### src/rtl/core/rg32_pkg.sv
// ----------------------------------------------------------------------------
// rg32_pkg
// Types, constants and the belt-and-mill round function of the generator.
// ----------------------------------------------------------------------------
`default_nettype none

package rg32_pkg;

    localparam int MILL_WORDS   = 19;
    localparam int BELT_WORDS   = 40;
    localparam int ROW_STRIDE   = 13;
    localparam int BLANK_ROUNDS = 17;
    localparam int BLOCK_WORDS  = 3;

    // Default seed "1234" packed little-endian, and the pad byte
    localparam logic [31:0] DEFAULT_SEED_WORD = 32'h3433_3231;
    localparam logic [31:0] PAD_WORD          = 32'h0000_0001;

    // Operation codes
    localparam logic [1:0] OP_START  = 2'd0;
    localparam logic [1:0] OP_ABSORB = 2'd1;
    localparam logic [1:0] OP_FINISH = 2'd2;
    localparam logic [1:0] OP_DRAW   = 2'd3;

    typedef logic [BELT_WORDS-1:0][31:0] belt_t;
    typedef logic [MILL_WORDS-1:0][31:0] mill_t;

    typedef struct packed {
        belt_t belt;
        mill_t mill;
    } engine_t;

    // Rotate right by r bits
    function automatic logic [31:0] rg_rotr(logic [31:0] x, int r);
        logic [63:0] d;
        d = {x, x} >> r;
        return d[31:0];
    endfunction

    // Swap the bytes inside each 16-bit half
    function automatic logic [31:0] rg_half_swap(logic [31:0] w);
        return {w[23:16], w[31:24], w[7:0], w[15:8]};
    endfunction

    // XOR a seed word into belt row and mill word of the given slot
    function automatic engine_t rg_inject(engine_t e, logic [1:0] slot, logic [31:0] w);
        engine_t n;
        n = e;
        case (slot)
            2'd0:
            begin
                n.belt[0]  = e.belt[0] ^ w;
                n.mill[16] = e.mill[16] ^ w;
            end
            2'd1:
            begin
                n.belt[ROW_STRIDE] = e.belt[ROW_STRIDE] ^ w;
                n.mill[17]         = e.mill[17] ^ w;
            end
            default:
            begin
                n.belt[2*ROW_STRIDE] = e.belt[2*ROW_STRIDE] ^ w;
                n.mill[18]           = e.mill[18] ^ w;
            end
        endcase
        return n;
    endfunction

    // One full belt-and-mill round
    function automatic engine_t rg_round(engine_t e);
        engine_t     n;
        mill_t       t;
        logic [31:0] x;
        int          r;
        int          y;
        n = e;
        r = 0;
        // feed mill into belt rows
        for (int c = 0; c < 12; c++)
        begin
            n.belt[c + (c % 3) * ROW_STRIDE] = n.belt[c + (c % 3) * ROW_STRIDE]
                                               ^ e.mill[c + 1];
        end
        // gamma and pi steps
        for (int c = 0; c < MILL_WORDS; c++)
        begin
            y    = c * 7;
            x    = e.mill[y % MILL_WORDS]
                   ^ (e.mill[(y + 1) % MILL_WORDS] | ~e.mill[(y + 2) % MILL_WORDS]);
            r    = (r + c) & 31;
            t[c] = rg_rotr(x, r);
        end
        // rotate the belt
        for (int c = BELT_WORDS - 1; c > 0; c--)
        begin
            n.belt[c] = n.belt[c - 1];
        end
        // theta step
        for (int c = 0; c < MILL_WORDS; c++)
        begin
            n.mill[c] = t[c] ^ t[(c + 1) % MILL_WORDS] ^ t[(c + 4) % MILL_WORDS];
        end
        n.mill[0] = n.mill[0] ^ 32'd1;
        // belt to mill feedback
        for (int c = 0; c < 3; c++)
        begin
            n.belt[c * ROW_STRIDE]  = n.belt[c * ROW_STRIDE + ROW_STRIDE];
            n.mill[13 + c]          = n.mill[13 + c] ^ n.belt[c * ROW_STRIDE];
        end
        return n;
    endfunction

endpackage

`default_nettype wire

### src/rtl/core/radiogatun32_stream_generator_top.sv
// ----------------------------------------------------------------------------
// radiogatun32_stream_generator_top
// Start seed and absorb byte are registered when accepted, and a byte that
// completes a three-word block also runs a round. Finish seed runs the blank
// rounds. Draw: result registered directly when no round is due, after a
// round when one runs first, and after the blank rounds on an unseeded draw.
// Throughput is set by the single round unit: one round per cycle, one request
// at a time. Asynchronous reset clears belt, mill and all control state.
// ----------------------------------------------------------------------------
`default_nettype none

module radiogatun32_stream_generator_top
    import rg32_pkg::*;
(
    input  wire logic        clk,
    input  wire logic        rst_n,
    // request channel
    input  wire logic        in_valid,
    output logic             in_stall,
    input  wire logic [1:0]  op,
    input  wire logic [7:0]  seed_byte,
    // result channel
    output logic             out_valid,
    input  wire logic        out_stall,
    output logic [31:0]      out_value,
    // configuration write channel
    input  wire logic        cfg_valid,
    output logic             cfg_ready,
    input  wire logic        cfg_data
);

    typedef enum logic [1:0] {
        S_IDLE,
        S_ROUND,
        S_DRAW,
        S_EMIT
    } state_t;

    localparam int CNT_W = $clog2(BLANK_ROUNDS + 1);

    state_t             state_reg, state_next;
    state_t             ret_reg, ret_next;
    logic [CNT_W-1:0]   rcnt_reg, rcnt_next;
    engine_t            eng_reg, eng_next;
    engine_t            eng_round;
    logic               phase_reg, phase_next;
    logic               seeded_reg, seeded_next;
    logic [31:0]        pending_reg, pending_next;
    logic [1:0]         bcount_reg, bcount_next;
    logic [1:0]         slot_reg, slot_next;
    logic [31:0]        held_reg, held_next;
    logic               hsel_reg, hsel_next;
    logic               half_mode_reg, half_mode_next;
    logic               out_valid_reg, out_valid_next;
    logic [31:0]        out_value_reg, out_value_next;

    logic               can_emit;
    logic               accept;
    logic               decide;
    logic               emit;
    logic [31:0]        emit_word;
    logic [31:0]        swapped;
    logic [31:0]        absorbed;
    logic [31:0]        padded;

    assign eng_round = rg_round(eng_reg);
    assign can_emit  = !out_valid_reg || !out_stall;
    assign in_stall  = (state_reg != S_IDLE) || !can_emit;
    assign accept    = in_valid && !in_stall;
    assign cfg_ready = 1'b1;
    assign out_valid = out_valid_reg;
    assign out_value = out_value_reg;
    assign absorbed  = pending_reg | ({24'd0, seed_byte} << {bcount_reg, 3'b000});
    assign padded    = pending_reg | (PAD_WORD << {bcount_reg, 3'b000});
    assign swapped   = rg_half_swap(emit_word);

    // Next-state logic
    always_comb
    begin
        state_next     = state_reg;
        ret_next       = ret_reg;
        rcnt_next      = rcnt_reg;
        eng_next       = eng_reg;
        phase_next     = phase_reg;
        seeded_next    = seeded_reg;
        pending_next   = pending_reg;
        bcount_next    = bcount_reg;
        slot_next      = slot_reg;
        held_next      = held_reg;
        hsel_next      = hsel_reg;
        half_mode_next = half_mode_reg;
        out_value_next = out_value_reg;
        decide         = 1'b0;
        emit           = 1'b0;
        emit_word      = eng_reg.mill[1];

        // take configuration writes
        if (cfg_valid)
        begin
            half_mode_next = cfg_data;
        end

        unique case (state_reg)
            S_IDLE:
            begin
                if (accept)
                begin
                    unique case (op)
                        OP_START:
                        begin
                            eng_next     = '0;
                            pending_next = '0;
                            bcount_next  = '0;
                            slot_next    = '0;
                            seeded_next  = 1'b0;
                        end
                        OP_ABSORB:
                        begin
                            if (seed_byte != 8'd0)
                            begin
                                if (bcount_reg == 2'd3)
                                begin
                                    eng_next     = rg_inject(eng_reg, slot_reg, absorbed);
                                    pending_next = '0;
                                    bcount_next  = '0;
                                    if (slot_reg == 2'(BLOCK_WORDS - 1))
                                    begin
                                        slot_next  = '0;
                                        rcnt_next  = CNT_W'(1);
                                        ret_next   = S_IDLE;
                                        state_next = S_ROUND;
                                    end
                                    else
                                    begin
                                        slot_next = slot_reg + 2'd1;
                                    end
                                end
                                else
                                begin
                                    pending_next = absorbed;
                                    bcount_next  = bcount_reg + 2'd1;
                                end
                            end
                        end
                        OP_FINISH:
                        begin
                            eng_next     = rg_inject(eng_reg, slot_reg, padded);
                            pending_next = '0;
                            bcount_next  = '0;
                            slot_next    = '0;
                            seeded_next  = 1'b1;
                            phase_next   = 1'b0;
                            hsel_next    = 1'b0;
                            held_next    = '0;
                            rcnt_next    = CNT_W'(BLANK_ROUNDS);
                            ret_next     = S_IDLE;
                            state_next   = S_ROUND;
                        end
                        default:
                        begin
                            if (!seeded_reg)
                            begin
                                // seed with "1234" and the pad word, then blank rounds
                                eng_next                   = '0;
                                eng_next.belt[0]           = DEFAULT_SEED_WORD;
                                eng_next.mill[16]          = DEFAULT_SEED_WORD;
                                eng_next.belt[ROW_STRIDE]  = PAD_WORD;
                                eng_next.mill[17]          = PAD_WORD;
                                pending_next               = '0;
                                bcount_next                = '0;
                                slot_next                  = '0;
                                seeded_next                = 1'b1;
                                phase_next                 = 1'b0;
                                rcnt_next                  = CNT_W'(BLANK_ROUNDS);
                                ret_next                   = S_DRAW;
                                state_next                 = S_ROUND;
                            end
                            else
                            begin
                                decide = 1'b1;
                            end
                        end
                    endcase
                end
            end
            S_ROUND:
            begin
                eng_next  = eng_round;
                rcnt_next = rcnt_reg - CNT_W'(1);
                if (rcnt_reg == CNT_W'(1))
                begin
                    state_next = ret_reg;
                end
            end
            S_DRAW:
            begin
                if (can_emit)
                begin
                    decide     = 1'b1;
                    state_next = S_IDLE;
                end
            end
            S_EMIT:
            begin
                if (can_emit)
                begin
                    emit       = 1'b1;
                    emit_word  = eng_reg.mill[1];
                    phase_next = 1'b1;
                    state_next = S_IDLE;
                end
            end
            default:
            begin
                state_next = S_IDLE;
            end
        endcase

        // draw on a seeded engine
        if (decide)
        begin
            if (half_mode_reg && hsel_reg)
            begin
                emit = 1'b1;
            end
            else if (phase_reg)
            begin
                emit       = 1'b1;
                emit_word  = eng_reg.mill[2];
                phase_next = 1'b0;
            end
            else
            begin
                rcnt_next  = CNT_W'(1);
                ret_next   = S_EMIT;
                state_next = S_ROUND;
            end
        end

        // format the drawn word
        if (emit)
        begin
            if (!half_mode_reg)
            begin
                out_value_next = emit_word;
            end
            else if (hsel_reg)
            begin
                held_next      = {16'd0, held_reg[31:16]};
                out_value_next = {16'd0, held_reg[31:16]};
                hsel_next      = 1'b0;
            end
            else
            begin
                held_next      = swapped;
                out_value_next = {16'd0, swapped[15:0]};
                hsel_next      = 1'b1;
            end
        end

        // hold or drop the result register
        if (emit)
        begin
            out_valid_next = 1'b1;
        end
        else if (!out_stall)
        begin
            out_valid_next = 1'b0;
        end
        else
        begin
            out_valid_next = out_valid_reg;
        end
    end

    // State and registered outputs
    always_ff @(posedge clk or negedge rst_n)
    begin
        if (!rst_n)
        begin
            state_reg     <= S_IDLE;
            ret_reg       <= S_IDLE;
            rcnt_reg      <= '0;
            eng_reg       <= '0;
            phase_reg     <= 1'b0;
            seeded_reg    <= 1'b0;
            pending_reg   <= '0;
            bcount_reg    <= '0;
            slot_reg      <= '0;
            held_reg      <= '0;
            hsel_reg      <= 1'b0;
            half_mode_reg <= 1'b0;
            out_valid_reg <= 1'b0;
            out_value_reg <= '0;
        end
        else
        begin
            state_reg     <= state_next;
            ret_reg       <= ret_next;
            rcnt_reg      <= rcnt_next;
            eng_reg       <= eng_next;
            phase_reg     <= phase_next;
            seeded_reg    <= seeded_next;
            pending_reg   <= pending_next;
            bcount_reg    <= bcount_next;
            slot_reg      <= slot_next;
            held_reg      <= held_next;
            hsel_reg      <= hsel_next;
            half_mode_reg <= half_mode_next;
            out_valid_reg <= out_valid_next;
            out_value_reg <= out_value_next;
        end
    end

    // Sequencer checks
    a_round_count_live: assert property (@(posedge clk) disable iff (!rst_n)
        (state_reg == S_ROUND) |-> (rcnt_reg != '0))
        else $error("round state with zero count");

    a_finish_starts_rounds: assert property (@(posedge clk) disable iff (!rst_n)
        (accept && op == OP_FINISH) |=>
            (state_reg == S_ROUND && rcnt_reg == CNT_W'(BLANK_ROUNDS)))
        else $error("finish seed did not start the blank rounds");

    a_draw_needs_seed: assert property (@(posedge clk) disable iff (!rst_n)
        (state_reg == S_DRAW || state_reg == S_EMIT) |-> seeded_reg)
        else $error("draw on an unseeded engine");

    a_slot_range: assert property (@(posedge clk) disable iff (!rst_n)
        slot_reg != 2'd3)
        else $error("word slot out of range");

    a_busy_stalls: assert property (@(posedge clk) disable iff (!rst_n)
        (state_reg != S_IDLE) |-> in_stall)
        else $error("request taken while sequencer busy");

endmodule

`default_nettype wire
### config.mk
export PLATFORM = sky130hd
export DESIGN_NAME = radiogatun32_stream_generator_top
export DESIGN_NICKNAME = d
export VERILOG_FILES = /design/src/rtl/core/rg32_pkg.sv /design/src/rtl/core/radiogatun32_stream_generator_top.sv
export SDC_FILE = /design/constraint.sdc
export NUM_CORES = 2
export LEC_CHECK = 0
export BUFFER_PORTS_ARGS = -buffer_cell sky130_fd_sc_hd__buf_4
export CAP_MARGIN = 20
export CORE_UTILIZATION = 40
export DETAILED_ROUTE_END_ITERATION = 10
export GPL_TIMING_DRIVEN = 0
export SETUP_SLACK_MARGIN = 0.02
export SLEW_MARGIN = 0
export SYNTH_ARGS = -nofsm -noshare
export SYNTH_HDL_FRONTEND = slang
export SYNTH_SLANG_ARGS = --single-unit
### constraint.sdc
create_clock -name clk -period 3.5 [get_ports clk]
set_input_delay 0.7 -clock clk [delete_from_list [all_inputs] [get_ports clk]]
set_output_delay 0.7 -clock clk [all_outputs]
set_load 0.05 [all_outputs]
## Yosys cells after proc, flatten, opt, wreduce, memory -nomap -nowiden

Index checks and enable logic that the tools add are counted.

| cells by class | value |
|---|---|
| bitwise operators | 126 |
| eq/ne operators | 26 |
| $add $sub $neg | 3 |
| reductions and logical operators | 26 |
| shift-type cells | 2 |
| multiplexer cells | 99 |

Operators with widths:

| kind | number |
|---|---|
| one-hot mux 1856 bit (3 select lines) | 1 |
| two-way mux 1856 bit | 2 |
| one-hot mux 1856 bit (2 select lines) | 1 |
| two-way mux 1472 bit | 2 |
| bitwise XOR 32 bit | 84 |
| two-way mux 32 bit | 25 |
| OR 32 bit | 21 |
| NOT 32 bit | 19 |
| one-hot mux 32 bit (2 select lines) | 1 |
| two-way mux 2 bit | 25 |
| two-way mux 5 bit | 8 |
| left shift 1 x 5 -> 32 bit (first input constant) | 1 |
| left shift 8 x 5 -> 32 bit | 1 |
| two-way mux 1 bit | 22 |
| AND reduction 7 bit | 3 |
| inequality test 3 x 2 -> 1 bit (second input constant) | 6 |
| one-hot mux 2 bit (3 select lines) | 3 |
| two-way mux 16 bit | 1 |
| one-hot mux 5 bit (3 select lines) | 1 |
| inequality test 3 bit (second input constant) | 4 |
| == test 2 bit (second input constant) | 5 |
| inequality test 2 bit (second input constant) | 5 |
| one-hot mux 5 bit (2 select lines) | 1 |
| AND reduction 5 bit | 2 |
| other kinds (19) | 38 |

| storage, ports and cells | value |
|---|---|
| word-level logic and storage cells | 353 |
| output and inout port bits | 35 |
| input port bits | 16 |
| register bits after elaboration | 1970 |

## Longest topological paths before layout

| logic depth | value |
|---|---|
| depth in word-level cells | 12 |
| mapped depth | 12 |
| gate-level depth less buffers | 8 |

## Least setup slack after synthesis

Ideal clock, no wire load.

| path | value |
|---|---|
| path type | input -> register |
| start | input port op[0] |
| end | register eng_reg[1442] (netlist bit) |
| stages on the path | 8 |
| slack | 0.872 ns |
| path buffers | 2 |
| library setup time | 0.121 ns |
| arrival | 2.508 ns |
| cells stage by stage | inv_1 > ha_1 > or3b_2 > a21oi_2 > a2111oi_2 > buf_2 > buf_2 > a22o_1 |

| between the ends | value |
|---|---|
| longest elaborated chain between the ends | 4 |
| elaborated cells on any way between the ends | 12 |
| classes of those cells | eq/ne (7); mux (3); reduce/logical (2) |

RTL lines:

| element | line | source |
|---|---|---|
| from (decl) | radiogatun32_stream_generator_top.sv:20 | `input wire logic [1:0] op,` |
| == test 2 bit, or another cell as far along | radiogatun32_stream_generator_top.sv:108 | `unique case (op)` |
| one-hot mux 1856 bit (3 select lines) | radiogatun32_stream_generator_top.sv:108 |  |
| two-way mux 1856 bit | radiogatun32_stream_generator_top.sv:106 | `if (accept)` |
| one-hot mux 1856 bit (2 select lines) | radiogatun32_stream_generator_top.sv:103 | `unique case (state_reg)` |
| to (signal assigned) | radiogatun32_stream_generator_top.sv:301 | `eng_reg <= eng_next;` |
| to (decl) | radiogatun32_stream_generator_top.sv:44 | `engine_t eng_reg, eng_next;` |

Several ways; a longest one is shown, not always the timed one. The select of a mux whose other input is x is not followed.
A chain may end at the register's enable or synchronous reset.

## Worst setup path after layout

| path | value |
|---|---|
| start | register eng_reg[510] (netlist bit) |
| end | register eng_reg[419] (netlist bit) |

| between the ends | value |
|---|---|
| longest elaborated chain between the ends | 5 |

RTL lines:

| element | line | source |
|---|---|---|
| bitwise XOR 32 bit | rg32_pkg.sv:89 | `^ (e.mill[(y + 1) % MILL_WORDS] \| ~e.mill[(y + 2) % MILL_WORDS]);` |
| bitwise XOR 32 bit (2 in a row) | rg32_pkg.sv:101 | `n.mill[c] = t[c] ^ t[(c + 1) % MILL_WORDS] ^ t[(c + 4) % MILL_WORDS];` |
| bitwise XOR 32 bit | rg32_pkg.sv:108 | `n.mill[13 + c] = n.mill[13 + c] ^ n.belt[c * ROW_STRIDE];` |
| one-hot mux 1856 bit (2 select lines) | radiogatun32_stream_generator_top.sv:103 |  |

Every way passes these cells.

==> flow_metrics.py <==
metrics = {
    "route": {
        "postRouteAntennaNets": 0,
        "drt_iter0_drc": 15592,
        "drc_errors": 0,
        "top_layer": "met5",
        "routedLengthMet1_mm": 255,
        "wirelength_mm": 708,
        "vias": 94061,
        "wl_per_cell_um": 47.7,
        "dr_wl_met2_mm": 263,
        "vias_per_cell": 6.33,
        "dr_wl_met3_mm": 110,
        "dr.pass1.iters": 6,
    },
    "clocking": {
        "cts-root-buf": "clkbuf_16",
        "cts_inserted_buffers": 222,
        "cts.clk_slew.worst_paths_ns": 0.06,
        "clockBufferDepth": 3,
        "cts_tree": "done",
        "insertion_delay_ns": 0.94,
        "htreeDepth": 4,
        "cts_sinks": 1954,
    },
    "global_routing": {
        "grt_pass1_vias": 84793,
        "grt_overflow": 0,
        "grt_pass1_wl_mm": 893,
        "antenna_found_initial": 81,
        "grt_start_max_net_pins": 193,
        "grt_usage_pct": 54.6,
    },
    "timing": {
        "fin_ws_ns": -0.217,
        "rsz0062_at_grt": "true",
        "maxSlewHeadroom_pct": 3.45,
        "worstMarginPinSlew_ns": 1.44,
        "skew_ns": 0.0566,
        "hold_viol_final": 0,
        "finalSetupViolCount": 8,
        "min_period_over_period_pct": 106,
        "timing.fmax_mhz": 269,
        "drv_slew": 0,
        "fin_crit_ns": 3.72,
    },
    "cells_and_area": {
        "fillCellCount": 23742,
        "drive_above_1_share_pct": 11.3,
        "largest_reg_flops": 1856,
        "final_nets": 11285,
        "final_util_pct": 47.8,
        "final_common_cell": "nand2_1",
        "area_growth_pct": 18.5,
        "layout_common_cells": "2,660 x nand2_1, 1,954 x dfrtp_1, 1,524 x xnor2_1",
    },
    "place": {
        "port_buffers": 46,
        "gp_congestion": 1.19,
        "pre_cts_ws_ns": -1.53,
        "dpl.hpwl_mm": 585,
    },
    "floorplanning": {
        "ios": 51,
        "dieArea_mm2": 0.256,
        "row_count": 184,
        "die_y_um": 506,
        "coreArea_mm2": 0.252,
        "start_util_pct": 40.3,
        "die_w_um": 506,
    },
    "run_status": {
        "status": "finished with violations",
        "failed_checks": "negative setup slack",
    },
    "flow_run": {
        "drv_cap": 0,
    },
    "logic_synthesis": {
        "synth_nets": 10667,
        "ys_types": 68,
        "synth.avg_cell_area_um2": 9.55,
        "synth_area_mm2": 0.102,
        "yosysWarnings": 0,
        "synth_edf_count": 0,
        "ys.flop_type": "dfrtp_1",
        "synth-seq-cells": 1954,
        "postSynth.asyncResetShare_pct": 100,
        "seq_area_frac_synth_pct": 48.1,
        "synth_cells": 10635,
    },
    "setup_path": {
        "r2r_slack_ns": -0.22,
        "critPathCaptureType": "flop",
        "crit_chain": "xnor2_1 > xnor2_1 > xnor2_1 > o21ai_0",
        "start_kind": "flop",
        "critPathSlowestCell": "xnor2_1",
        "required_ns": 4.25,
        "crit_arrival_ns": 4.47,
        "critical_path_class": "flop to flop",
        "slowest_delay_ns": 1.24,
        "cpMostUsedCell": "xnor2_1",
        "critPathMaxFanout": 4,
    },
    "worst_hold_path": {
        "min_path_type": "input port to flop",
    },
}
-- critical path, delay by kind of cell (launching register included) --
kind	cells	cell delay, ns
xor gates and xnor gates	3	2.42
DFF	1	0.87
AOI/OAI and AO/OA	1	0.23
-- layout make-up --
cell class | instances | area (um^2) | share of cell area, %
plain buffers | 635 | 2890 | 2.40
flip-flops and latches | 1954 | 48900 | 40.6
clock inverters | 115 | 1480 | 1.23
clock buffers | 301 | 6260 | 5.20
well taps | 3348 | 4190 | 3.48
inverters | 38 | 143 | 0.118
multi-input cells | 8005 | 51400 | 42.6
repair buffers | 397 | 5040 | 4.19
diodes | 67 | 168 | 0.139
-- kinds of logic after synthesis --
family | share of synthesized area, %
fa+ha+maj | 0.197
mux | 0.504
other cells | 0.00369
xor+xnor | 20.4
simple gates | 18.3
compound gates | 9.74
flops | 48.1
buf+inv | 2.72
-- timing repair --
| item | in CTS | in global routing |
|---|---|---|
| hold buffers | 8 | 0 |
| pin swaps | 1 | 0 |
| endpoints found under the setup margin | 1871 | 1127 |
| gates resized for setup | 101 | 129 |
| hold endpoints to repair | 114 | 0 |
| buffers inserted | 4 | 0 |
| cloned | 2 | 1 |
-- cells in the mapped netlist (47+ instances only) --
| library cell | n | area [um^2] |
|---|---|---|
| nand2_1 | 2663 | 10000 |
| nor2b_1 | 602 | 3770 |
| o21ai_0 | 658 | 3290 |
| a22o_1 | 149 | 1310 |
| nand3_1 | 773 | 3870 |
| xnor2_1 | 1703 | 14900 |
| nor2_1 | 47 | 176 |
| xor2_1 | 387 | 3390 |
| o22ai_1 | 87 | 544 |
| dfrtp_1 | 1954 | 48900 |
| buf_2 | 114 | 571 |
| o31ai_1 | 396 | 2970 |
| xnor3_1 | 107 | 2410 |
| mux2i_1 | 50 | 500 |
| a21oi_1 | 71 | 355 |
| clkbuf_1 | 505 | 1900 |
-- final timing paths --
check,from,to,cells after the start
setup / recovery,eng_reg[510]$_DFFE_PN0P_,eng_reg[419]$_DFFE_PN0P_,4
hold / removal,cfg_data,half_mode_reg$_DFFE_PN0P_,2
setup reg to reg,eng_reg[510]$_DFFE_PN0P_,eng_reg[419]$_DFFE_PN0P_,4
hold reg to reg,eng_reg[1599]$_DFFE_PN0P_,eng_reg[1599]$_DFFE_PN0P_,2
max in group asynchronous,rst_n,eng_reg[323]$_DFFE_PN0P_,7
min in group asynchronous,rst_n,eng_reg[1067]$_DFFE_PN0P_,3
-- per-stage QoR --
stage                     TNS (ns)  instances  hold slack, ns  area, um^2
after detailed placement  -1404.28      14328           0.456      112000
final                       -0.463      14860          0.0491      120000
after CTS                        0      14757          0.0271      120000
after global routing             0      14802          0.0484      120000
after global placement           -      14029           0.451      106000
after floorplan                  0      10635           0.404      102000
-- layer usage --
| layer | vias to the layer above | GRT usage, % |
|---|---|---|
| met3 | 2087 | 30.1 |
| met4 | 37 | 49.2 |
| met2 | 7749 | 69.4 |
| met1 | 47723 | 64.5 |
| li1 | 36465 | - |
| met5 | - | 3.17 |
Power is not shown: default switching activity piles up to over one toggle a cycle in this logic, so the estimate is an artifact.
